<file path="src/assert_macros.svh">
`ifndef ASSERT_MACROS_SVH
`define ASSERT_MACROS_SVH

// Same-cycle implication, checked on every rising edge outside reset.
`define CRA_ASSERT_IMP(lbl, ante, cons, msg) \
    lbl: assert property (@(posedge clk) disable iff (!rst_n) (ante) |-> (cons)) \
        else $error(msg);

// Next-cycle implication.
`define CRA_ASSERT_NXT(lbl, ante, cons, msg) \
    lbl: assert property (@(posedge clk) disable iff (!rst_n) (ante) |=> (cons)) \
        else $error(msg);

`endif

</file>
<file path="src/cra_pkg.sv">
`default_nettype none
package cra_pkg;

    localparam int ADDR_BITS = 20;

    localparam logic [1:0] REQ_ALLOC   = 2'd0;
    localparam logic [1:0] REQ_RELEASE = 2'd1;
    localparam logic [1:0] REQ_REPORT  = 2'd2;
    localparam logic [1:0] REQ_UNUSED  = 2'd3;

    localparam logic [1:0] FIT_FIRST = 2'd0;
    localparam logic [1:0] FIT_BEST  = 2'd1;
    localparam logic [1:0] FIT_WORST = 2'd2;
    localparam logic [1:0] FIT_BAD   = 2'd3;

    localparam logic [2:0] ST_OK       = 3'd0;
    localparam logic [2:0] ST_NOSPACE  = 3'd1;
    localparam logic [2:0] ST_EXCEEDS  = 3'd2;
    localparam logic [2:0] ST_BADFIT   = 3'd3;
    localparam logic [2:0] ST_NOTFOUND = 3'd4;
    localparam logic [2:0] ST_FULL     = 3'd5;

    typedef struct packed {
        logic [1:0]  req_type;
        logic [7:0]  owner_id;
        logic [20:0] alloc_size;
        logic [1:0]  fit_mode;
    } req_t;

    typedef struct packed {
        logic [2:0]  status;
        logic [19:0] region_base;
        logic [20:0] region_end;
        logic [7:0]  region_owner;
        logic        region_free;
        logic        last;
    } rsp_t;

endpackage
`default_nettype wire

</file>
<file path="src/cra_table.sv">
`default_nettype none
`include "assert_macros.svh"
module cra_table #(
    parameter int DEPTH = 32,
    parameter int W     = 51
) (
    input  wire logic                     clk,
    input  wire logic                     rst_n,
    input  wire logic                     init,
    input  wire logic [W-1:0]             init_data,
    input  wire logic                     re,
    input  wire logic [$clog2(DEPTH)-1:0] raddr,
    output logic      [W-1:0]             rdata,
    input  wire logic                     we,
    input  wire logic [$clog2(DEPTH)-1:0] waddr,
    input  wire logic [W-1:0]             wdata
);
    localparam int AW = $clog2(DEPTH);

    logic [W-1:0] mem [DEPTH];
    logic [W-1:0] raw_reg;
    logic         fresh0_reg;
    logic         sel_init_reg;

    // Entry 0 reads as the whole free memory until it is first written.
    always_ff @(posedge clk or negedge rst_n)
    begin
        if (!rst_n)
        begin
            fresh0_reg   <= 1'b1;
            sel_init_reg <= 1'b0;
        end
        else
        begin
            if (init)
                fresh0_reg <= 1'b1;
            else if (we && waddr == AW'(0))
                fresh0_reg <= 1'b0;
            if (re)
                sel_init_reg <= fresh0_reg && raddr == AW'(0);
        end
    end

    always_ff @(posedge clk)
    begin
        if (we)
            mem[waddr] <= wdata;
        if (re)
            raw_reg <= mem[raddr];
    end

    assign rdata = sel_init_reg ? init_data : raw_reg;

    `CRA_ASSERT_IMP(a_no_rw_clash, we && re, waddr != raddr, "read and write hit one entry")
    `CRA_ASSERT_NXT(a_init_clears, init, fresh0_reg, "entry 0 not restored after init")
    `CRA_ASSERT_IMP(a_init_quiet, init, !we, "table written during init")

endmodule
`default_nettype wire

</file>
<file path="src/contiguous_region_allocator_unit.sv">
// Contiguous region allocator: an address-ordered table of up to MAX_REGIONS
// half-open regions held in one synchronous RAM (one read, one write port).
// A release, or an allocate that passes the size and fit checks, walks the
// table one entry per cycle. A split shifts later entries up, then writes the
// free remainder and the allocated region; a release writes the merged free
// region, then shifts later entries down to close the gap. The result waits
// while the output stalls. A report reads each region from the RAM, then
// loads it as an output beat. One request is worked on at a time; in_ready
// is high only when the previous request has queued its last beat. Writing
// cfg_wr_data re-initialises the table to one free region at once.
`default_nettype none
`include "assert_macros.svh"
module contiguous_region_allocator_unit #(
    parameter int MAX_REGIONS = 32
) (
    input  wire logic          clk,
    input  wire logic          rst_n,
    input  wire logic          in_valid,
    output logic               in_ready,
    input  wire cra_pkg::req_t in_data,
    output logic               out_valid,
    input  wire logic          out_ready,
    output cra_pkg::rsp_t      out_data,
    input  wire logic          cfg_wr_en,
    input  wire logic [20:0]   cfg_wr_data
);
    localparam int IDX_W = $clog2(MAX_REGIONS);
    localparam int CNT_W = $clog2(MAX_REGIONS + 1);
    localparam int SZ_W  = (cra_pkg::ADDR_BITS + 1 > 21) ? cra_pkg::ADDR_BITS + 1 : 21;
    localparam int ENT_W = 2 * SZ_W + 9;
    localparam logic [32:0] LIMIT = 33'(1) << cra_pkg::ADDR_BITS;

    typedef enum logic [8:0] {
        S_IDLE   = 9'b000000001,
        S_SCAN   = 9'b000000010,
        S_DECIDE = 9'b000000100,
        S_SHIFT  = 9'b000001000,
        S_WR_A   = 9'b000010000,
        S_WR_B   = 9'b000100000,
        S_EMIT   = 9'b001000000,
        S_REP_RD = 9'b010000000,
        S_REP_WT = 9'b100000000
    } state_t;

    state_t              state_reg, state_next;
    cra_pkg::req_t       req_reg;
    logic [SZ_W-1:0]     mem_size_reg;
    logic [CNT_W-1:0]    count_reg;
    logic [CNT_W-1:0]    rd_idx_reg;
    logic                pend_reg;
    logic [IDX_W-1:0]    dat_idx_reg;
    logic                found_reg;
    logic [IDX_W-1:0]    pick_idx_reg;
    logic [SZ_W-1:0]     pick_base_reg, pick_end_reg, pick_len_reg;
    logic [SZ_W-1:0]     last_base_reg, prev_base_reg, next_end_reg;
    logic                last_free_reg, prev_free_reg, next_free_reg, have_next_reg;
    logic [CNT_W-1:0]    sh_left_reg;
    logic [IDX_W-1:0]    sh_cur_reg;
    logic                sh_up_reg;
    logic [1:0]          sh_dist_reg;
    cra_pkg::rsp_t       res_reg;
    logic                out_valid_reg;
    cra_pkg::rsp_t       out_data_reg;

    // table port
    logic                tbl_re, tbl_we;
    logic [IDX_W-1:0]    tbl_raddr, tbl_waddr;
    logic [ENT_W-1:0]    tbl_rdata, tbl_wdata, tbl_init_data;

    logic [SZ_W-1:0]     rd_base, rd_end, rd_len, req_size, cfg_size;
    logic [7:0]          rd_owner;
    logic                rd_free;
    logic                slot_free, accept, is_alloc, pf, nf, alloc_take, rel_match;
    logic [CNT_W-1:0]    rel_src;
    logic [1:0]          rel_dist;
    logic [2:0]          acc_status;

    assign rd_base  = tbl_rdata[ENT_W-1 -: SZ_W];
    assign rd_end   = tbl_rdata[ENT_W-1-SZ_W -: SZ_W];
    assign rd_owner = tbl_rdata[8:1];
    assign rd_free  = tbl_rdata[0];
    assign rd_len   = rd_end - rd_base;
    assign req_size = SZ_W'(req_reg.alloc_size);

    // entry 0 after reset or a size write: the whole managed memory, free
    assign tbl_init_data = {SZ_W'(0), mem_size_reg, 8'd0, 1'b1};

    // saturate the written size into 1 .. 2^ADDR_BITS
    always_comb
    begin
        if (cfg_wr_data == 21'd0)
            cfg_size = SZ_W'(1);
        else if (33'(cfg_wr_data) > LIMIT)
            cfg_size = SZ_W'(LIMIT);
        else
            cfg_size = SZ_W'(cfg_wr_data);
    end

    // status held for a request that ends without a region
    always_comb
    begin
        if (in_data.req_type == cra_pkg::REQ_RELEASE)
            acc_status = cra_pkg::ST_NOTFOUND;
        else if (SZ_W'(in_data.alloc_size) > mem_size_reg)
            acc_status = cra_pkg::ST_EXCEEDS;
        else if (in_data.fit_mode == cra_pkg::FIT_BAD)
            acc_status = cra_pkg::ST_BADFIT;
        else
            acc_status = cra_pkg::ST_NOSPACE;
    end

    assign slot_free = !out_valid_reg || out_ready;
    assign in_ready  = (state_reg == S_IDLE);
    assign accept    = in_valid && in_ready;
    assign is_alloc  = (req_reg.req_type == cra_pkg::REQ_ALLOC);

    // release merge: neighbours that are free fold into the freed region
    assign pf       = (pick_idx_reg != IDX_W'(0)) && prev_free_reg;
    assign nf       = have_next_reg && next_free_reg;
    assign rel_dist = {1'b0, pf} + {1'b0, nf};
    assign rel_src  = CNT_W'(pick_idx_reg) + CNT_W'(1) + CNT_W'(nf);

    assign alloc_take = rd_free && rd_len >= req_size
        && (!found_reg
            || (req_reg.fit_mode == cra_pkg::FIT_BEST  && rd_len < pick_len_reg)
            || (req_reg.fit_mode == cra_pkg::FIT_WORST && rd_len > pick_len_reg));
    assign rel_match  = !found_reg && !rd_free && rd_owner == req_reg.owner_id;

    // table access per state
    always_comb
    begin
        tbl_re    = 1'b0;
        tbl_raddr = rd_idx_reg[IDX_W-1:0];
        tbl_we    = 1'b0;
        tbl_waddr = pick_idx_reg;
        tbl_wdata = {pick_base_reg, pick_base_reg + req_size, req_reg.owner_id, 1'b0};
        unique case (state_reg)
            S_SCAN:
            begin
                tbl_re = rd_idx_reg < count_reg;
            end
            S_SHIFT:
            begin
                tbl_re    = sh_left_reg != CNT_W'(0);
                tbl_raddr = sh_cur_reg;
                tbl_we    = pend_reg;
                tbl_waddr = sh_up_reg ? dat_idx_reg + IDX_W'(1)
                                      : dat_idx_reg - IDX_W'(sh_dist_reg);
                tbl_wdata = tbl_rdata;
            end
            S_WR_A:
            begin
                tbl_we = 1'b1;
                if (is_alloc)
                begin
                    tbl_waddr = pick_idx_reg + IDX_W'(1);
                    tbl_wdata = {pick_base_reg + req_size, pick_end_reg, 8'd0, 1'b1};
                end
                else
                begin
                    tbl_waddr = pf ? pick_idx_reg - IDX_W'(1) : pick_idx_reg;
                    tbl_wdata = {pf ? prev_base_reg : pick_base_reg,
                                 nf ? next_end_reg : pick_end_reg, 8'd0, 1'b1};
                end
            end
            S_WR_B:
            begin
                tbl_we = 1'b1;
            end
            S_REP_RD:
            begin
                tbl_re = slot_free;
            end
            S_IDLE, S_DECIDE, S_EMIT, S_REP_WT:
            begin
            end
            default:
            begin
            end
        endcase
    end

    cra_table #(
        .DEPTH (MAX_REGIONS),
        .W     (ENT_W)
    ) u_table (
        .clk       (clk),
        .rst_n     (rst_n),
        .init      (cfg_wr_en),
        .init_data (tbl_init_data),
        .re        (tbl_re),
        .raddr     (tbl_raddr),
        .rdata     (tbl_rdata),
        .we        (tbl_we),
        .waddr     (tbl_waddr),
        .wdata     (tbl_wdata)
    );

    // sequencer
    always_comb
    begin
        state_next = state_reg;
        unique case (state_reg)
            S_IDLE:
            begin
                if (accept)
                begin
                    case (in_data.req_type)
                        cra_pkg::REQ_ALLOC:
                        begin
                            if (SZ_W'(in_data.alloc_size) > mem_size_reg
                                || in_data.fit_mode == cra_pkg::FIT_BAD
                                || in_data.alloc_size == 21'd0)
                                state_next = S_EMIT;
                            else
                                state_next = S_SCAN;
                        end
                        cra_pkg::REQ_RELEASE: state_next = S_SCAN;
                        cra_pkg::REQ_REPORT:  state_next = S_REP_RD;
                        default:              state_next = S_IDLE;
                    endcase
                end
            end
            S_SCAN:
            begin
                if (rd_idx_reg == count_reg && !pend_reg)
                    state_next = S_DECIDE;
            end
            S_DECIDE:
            begin
                if (!found_reg)
                    state_next = S_EMIT;
                else if (!is_alloc)
                    state_next = S_WR_A;
                else if (pick_len_reg == req_size)
                    state_next = S_WR_B;
                else if (count_reg >= CNT_W'(MAX_REGIONS))
                    state_next = S_EMIT;
                else
                    state_next = S_SHIFT;
            end
            S_SHIFT:
            begin
                if (sh_left_reg == CNT_W'(0) && !pend_reg)
                    state_next = is_alloc ? S_WR_A : S_EMIT;
            end
            S_WR_A:   state_next = is_alloc ? S_WR_B : S_SHIFT;
            S_WR_B:   state_next = S_EMIT;
            S_EMIT:
            begin
                if (slot_free)
                    state_next = S_IDLE;
            end
            S_REP_RD:
            begin
                if (slot_free)
                    state_next = S_REP_WT;
            end
            S_REP_WT:
            begin
                state_next = (CNT_W'(dat_idx_reg) + CNT_W'(1) == count_reg) ? S_IDLE
                                                                             : S_REP_RD;
            end
            default:  state_next = S_IDLE;
        endcase
    end

    always_ff @(posedge clk or negedge rst_n)
    begin
        if (!rst_n)
        begin
            state_reg     <= S_IDLE;
            mem_size_reg  <= SZ_W'(LIMIT);
            count_reg     <= CNT_W'(1);
            out_valid_reg <= 1'b0;
            pend_reg      <= 1'b0;
        end
        else
        begin
            state_reg <= state_next;
            if (cfg_wr_en)
            begin
                mem_size_reg <= cfg_size;
                count_reg    <= CNT_W'(1);
            end
            else if (state_reg == S_WR_A)
            begin
                if (is_alloc)
                    count_reg <= count_reg + CNT_W'(1);
                else
                    count_reg <= count_reg - CNT_W'(rel_dist);
            end

            // output register: load on a new beat, drop when taken
            if ((state_reg == S_EMIT && slot_free) || state_reg == S_REP_WT)
                out_valid_reg <= 1'b1;
            else if (out_ready)
                out_valid_reg <= 1'b0;

            pend_reg <= tbl_re && (state_reg == S_SCAN || state_reg == S_SHIFT);
        end
    end

    // datapath registers
    always_ff @(posedge clk)
    begin
        if (tbl_re)
            dat_idx_reg <= tbl_raddr;

        if (accept)
        begin
            req_reg       <= in_data;
            rd_idx_reg    <= CNT_W'(0);
            found_reg     <= 1'b0;
            have_next_reg <= 1'b0;
            last_free_reg <= 1'b0;
            last_base_reg <= SZ_W'(0);
            res_reg       <= '{status: acc_status, region_base: 20'd0, region_end: 21'd0,
                               region_owner: 8'd0, region_free: 1'b0, last: 1'b1};
        end

        if (tbl_re && (state_reg == S_SCAN || state_reg == S_REP_RD))
            rd_idx_reg <= rd_idx_reg + CNT_W'(1);

        // scan: compare each entry as it returns from the RAM
        if (state_reg == S_SCAN && pend_reg)
        begin
            last_base_reg <= rd_base;
            last_free_reg <= rd_free;
            if (is_alloc ? alloc_take : rel_match)
            begin
                found_reg     <= 1'b1;
                pick_idx_reg  <= dat_idx_reg;
                pick_base_reg <= rd_base;
                pick_end_reg  <= rd_end;
                pick_len_reg  <= rd_len;
                prev_base_reg <= last_base_reg;
                prev_free_reg <= last_free_reg;
            end
            if (found_reg && dat_idx_reg == pick_idx_reg + IDX_W'(1))
            begin
                have_next_reg <= 1'b1;
                next_end_reg  <= rd_end;
                next_free_reg <= rd_free;
            end
        end

        if (state_reg == S_DECIDE)
        begin
            sh_up_reg   <= 1'b1;
            sh_dist_reg <= 2'd1;
            sh_left_reg <= count_reg - CNT_W'(1) - CNT_W'(pick_idx_reg);
            sh_cur_reg  <= IDX_W'(count_reg - CNT_W'(1));
            if (found_reg)
            begin
                if (!is_alloc)
                    res_reg <= '{status: cra_pkg::ST_OK,
                                 region_base: pick_base_reg[19:0],
                                 region_end: pick_end_reg[20:0],
                                 region_owner: 8'd0, region_free: 1'b1, last: 1'b1};
                else if (pick_len_reg != req_size && count_reg >= CNT_W'(MAX_REGIONS))
                    res_reg.status <= cra_pkg::ST_FULL;
                else
                    res_reg <= '{status: cra_pkg::ST_OK,
                                 region_base: pick_base_reg[19:0],
                                 region_end: 21'(pick_base_reg + req_size),
                                 region_owner: req_reg.owner_id,
                                 region_free: 1'b0, last: 1'b1};
            end
        end

        // release: set up the shift-down that closes the gap
        if (state_reg == S_WR_A && !is_alloc)
        begin
            sh_up_reg   <= 1'b0;
            sh_dist_reg <= rel_dist;
            sh_left_reg <= (rel_dist != 2'd0) ? count_reg - rel_src : CNT_W'(0);
            sh_cur_reg  <= rel_src[IDX_W-1:0];
        end

        if (state_reg == S_SHIFT && tbl_re)
        begin
            sh_left_reg <= sh_left_reg - CNT_W'(1);
            sh_cur_reg  <= sh_up_reg ? sh_cur_reg - IDX_W'(1) : sh_cur_reg + IDX_W'(1);
        end

        if (state_reg == S_EMIT && slot_free)
            out_data_reg <= res_reg;
        if (state_reg == S_REP_WT)
            out_data_reg <= '{status: cra_pkg::ST_OK,
                              region_base: rd_base[19:0],
                              region_end: rd_end[20:0],
                              region_owner: rd_free ? 8'd0 : rd_owner,
                              region_free: rd_free,
                              last: CNT_W'(dat_idx_reg) + CNT_W'(1) == count_reg};
    end

    assign out_valid = out_valid_reg;
    assign out_data  = out_data_reg;

    `CRA_ASSERT_IMP(a_count_range, 1'b1,
        count_reg >= CNT_W'(1) && count_reg <= CNT_W'(MAX_REGIONS), "region count out of range")
    `CRA_ASSERT_IMP(a_write_busy, tbl_we, state_reg != S_IDLE, "table written while idle")
    `CRA_ASSERT_NXT(a_alloc_grows, state_reg == S_WR_A && is_alloc,
        count_reg == $past(count_reg) + CNT_W'(1), "split did not add an entry")

endmodule
`default_nettype wire
</file>
<file path="config.mk">
export PLATFORM = sky130hd
export DESIGN_NAME = contiguous_region_allocator_unit
export DESIGN_NICKNAME = d
export VERILOG_FILES = /design/src/cra_pkg.sv /design/src/cra_table.sv /design/src/contiguous_region_allocator_unit.sv
export VERILOG_INCLUDE_DIRS = /design/src /design/src/src
export SDC_FILE = /design/constraint.sdc
export NUM_CORES = 2
export LEC_CHECK = 0
export BUFFER_PORTS_ARGS = -buffer_cell sky130_fd_sc_hd__buf_4
export CAP_MARGIN = 20
export CORE_MARGIN = 5
export CORE_UTILIZATION = 55
export CTS_BUF_LIST = sky130_fd_sc_hd__clkbuf_16
export DETAILED_ROUTE_END_ITERATION = 6
export PLACE_DENSITY_LB_ADDON = 0.15
export SETUP_SLACK_MARGIN = 0.4
export SYNTH_ARGS = -nofsm -noshare
export SYNTH_HDL_FRONTEND = slang
export SYNTH_HIERARCHICAL = 1
export SYNTH_SLANG_ARGS = --single-unit
</file>
<file path="constraint.sdc">
create_clock -name clk -period 25.2 [get_ports clk]
set_input_delay 1.26 -clock clk [delete_from_list [all_inputs] [get_ports clk]]
set_output_delay 1.26 -clock clk [all_outputs]
set_load 0.05 [all_outputs]
</file>
==> impl_metrics.csv <==
group,metric,value,unit
status,status,"finished with violations",
status,violations,"design-rule violations",
global_routing,grt-ovfl-total,0,
cells_and_area,area_growth,13.4,%
detailed_routing,wirelength,238000,um
detailed_routing,dr_total_vias,47200,
detailed_routing,drc,2,
power,power.leakage,31.8,nW
worst_setup_path,worst_ep_arrival_time,7.90,ns
timing,rsz0062_at_grt,"false",
power,power_density,103,nW/um2
clocking,clock_latency,0.84,ns
timing,relSlewSlack,23.2,%
worst_setup_path,crit_required,25.64,ns
cells_and_area,drive_above_1_share,19.9,%
detailed_routing,drt-initial-drc-count,6601,
clocking,cts_max_path_buffers,3,
timing,fin_skew,0.0378,ns
global_routing,grt_pass1_vias,45600,
hold_path,hold_path_depth,0,
worst_setup_path,cpPeakStageDelay,0.68,ns
global_routing,grt_pass1_wl,337000,um
hold_path,hold_path.class,"register to register",
worst_setup_path,worstSetupEndpointType,"register",
floorplan,die_width,399,um
synthesis,ys_warn_count,6,
placement,dp_hpwl,135000,um
timing,hold_viol,0,
cells_and_area,layout_common_cells,"edfxtp_1, nand2_1, mux4_2",
power,vdd.ir_drop.worst,0.0000876,V
synthesis,async_flop_share,1.98,%
cells_and_area,largest_register_ffs,1632,
synthesis,ys_seq_area_share,72.2,%
timing,fin_crit_sh,29.6,%
floorplan,core_area,150000,um2
worst_setup_path,cpLargestDelayFamily,"buffers and inverters",
cells_and_area,num-fill-cells,10500,
cells_and_area,final_common_cell,"edfxtp_1",
cells_and_area,multiInputGateArea,22000,um2
global_routing,grt_max_degree,96,
clocking,cts_buffers,198,
clocking,cts-resized-gates,0,
placement,portBuffers,114,
timing,worstMarginPinSlew,1.15,ns
clocking,postCtsSetupRepairBufs,0,
timing,period_minus_slack,7.46,ns
floorplan,io_pins,115,
clocking,clk_pin_slew,0.06,ns
cells_and_area,nNetsFinal,5196,
timing,final_max_slew_viol_count,0,
synthesis,ys_seq_elements,2025,
synthesis,synth_ff_type,"edfxtp_1",
detailed_routing,ant_nets,0,
floorplan,die_y,399,um
synthesis,yosysUniqueCellTypes,87,
detailed_routing,routedWlPerCell,33.2,um
worst_setup_path,slowest_stage,"buf_4",
synthesis,syn_avg_cell_area,17.5,um2
synthesis,synth_edf_count,1925,
clocking,ctsHoldBuffers,0,
clocking,htreeDepth,4,
floorplan,placementRows,142,
clocking,cts_tree,"done",
power,power,9.75,mW
worst_setup_path,setup.worst_path.start_class,"register",
worst_setup_path,critical_path_class,"register to register",
worst_setup_path,timing.critical_path.buf_inv,5,
worst_setup_path,cp_max_fo,49,
detailed_routing,via_per_inst,6.58,
timing,timing.setup.tns,0,ns
timing,report.final.setup_viol,0,
timing,fmax,134,MHz
global_routing,antenna_found_initial,10,
clocking,clock_sinks,2025,
synthesis,synth_area,83100,um2
placement,place_congestion,0.950,
floorplan,dieArea,159000,um2
worst_setup_path,reg2reg_depth,25,
worst_setup_path,cp_num_cells,25,
detailed_routing,firstDrtPassIters,7,
global_routing,grt_usage,29.9,%
clocking,ctsRootBufferMaster,"clkbuf_16",
flow_run,drv_cap,0,
cells_and_area,seq_area,60000,um2
synthesis,synthCells,4738,
floorplan,initial_utilization,55.4,%
==> metal layers <==
metal / track usage [%] / share of wire (%) / vias to the layer above
li1: - / - / 19500
met1: 43.3 / 39 / 24600
met2: 47.3 / 47 / 2765
met3: 6.00 / 11 / 349
met4: 7.78 / 2.6 / 2
met5: 0 / 0.0055 / -
==> Yosys cell counts, types with 6 or more instances <==
cell	n	area share (%)
mux4_2	308	8.3
xnor2_1	63	0.66
and2_1	6	0.045
o21bai_1	7	0.063
nor2b_1	14	0.11
o21ai_0	129	0.78
a22o_1	36	0.38
nand3b_1	9	0.081
a31oi_1	11	0.083
nand2b_1	23	0.17
o221ai_1	51	0.54
nand2_1	335	1.5
a22oi_1	139	1.3
a21oi_1	192	1.2
buf_2	68	0.41
ha_1	143	2.2
nor2_1	136	0.61
a221o_1	27	0.33
dfrtp_1	36	1.1
mux2_2	55	0.75
o31ai_1	7	0.063
nor4_1	24	0.18
buf_4	17	0.15
mux2i_1	211	2.5
a2111oi_2	17	0.31
buf_1	9	0.041
a21o_1	47	0.42
fa_1	7	0.17
and3_1	8	0.060
inv_1	128	0.58
nand4_1	22	0.17
o211ai_1	7	0.063
nor3_1	28	0.17
dfxtp_1	60	1.4
nand3_1	29	0.17
o22ai_1	61	0.46
o21a_1	11	0.099
edfxtp_1	1925	70
a211oi_1	41	0.37
or3_1	10	0.075
xor2_1	47	0.50
buf_6	20	0.27
clkbuf_1	126	0.57
==> per-stage QoR <==
stage / hold WS, ns / instances / utilization (%) / setup slack (ns) / cell area (um2)
finish: 0.410 / 7170 / 62.8 / 17.74 / 94200
global route: 0.398 / 7169 / 62.8 / 17.33 / 94200
CTS: 0.392 / 7140 / 62.4 / 17.78 / 93500
detailed placement: 0.405 / 6774 / 57.9 / 17.85 / 86800
global placement: 0.401 / 6770 / 57.8 / 17.75 / 86700
floorplan: 0.400 / 4766 / - / 15.21 / 83200
==> kinds of logic after synthesis <==
logic type / count (synthesis) / synth area share, %
DFF: 2025 / 72.2
AOI/OAI and AO/OA: 821 / 6.79
and+or+nand+nor: 686 / 3.82
muxes: 574 / 11.6
buffers and inverters: 369 / 2.03
adders and majority gates: 151 / 2.33
xor gates and xnor gates: 110 / 1.16
other: 2 / 0.00904
==> area by class of cell <==
type	instances	share of cell area, %
Antenna cell	1	0.00266
Clock buffer	202	5.36
Clock inverter	164	1.77
Inverter	129	0.514
Multi-Input combinational cell	2372	23.3
Sequential cell	2025	63.7
Tap cell	2016	2.68
Timing Repair Buffer	261	2.69
==> where the power goes <==
| group | internal, mW | switching [mW] |
|---|---|---|
| Sequential | 4.00 | 0.0874 |
| Combinational | 1.00 | 1.61 |
| Clock | 1.77 | 1.28 |
==> worst register-to-register path, cell delays in order, from the launching register on <==
cell	delay [ns]
dfrtp_2	0.53
buf_4	0.59
mux2_2	0.54
inv_1	0.10
ha_1	0.17
inv_1	0.05
fa_1	0.40
a21o_1	0.17
a21oi_1	0.22
o21bai_1	0.09
a21oi_1	0.26
a21oi_1	0.23
and2_1	0.23
o21a_1	0.18
o41ai_1	0.31
xnor2_1	0.20
ha_1	0.35
nand4_1	0.10
nor2_1	0.10
a221oi_1	0.08
nand3_1	0.09
a31oi_1	0.05
or4b_1	0.57
a32oi_4	0.17
buf_4	0.53
buf_4	0.69
==> path summary, 6_finish.rpt <==
| kind | start | end | slack, ns |
|---|---|---|---|
| worst max-delay path | u_table/sel_init_reg | pick_base_reg[9] | 17.74 |
| worst min-delay path | last_base_reg[2] | prev_base_reg[2] | 0.41 |
| worst max register to register | u_table/sel_init_reg | pick_base_reg[9] | 17.74 |
| worst min register to register | last_base_reg[2] | prev_base_reg[2] | 0.41 |
| max in group asynchronous | rst_n | u_table/sel_init_reg | 24.26 |
| min in group asynchronous | rst_n | state_reg[6] | 0.45 |
Power figures use the tool's default switching activity.
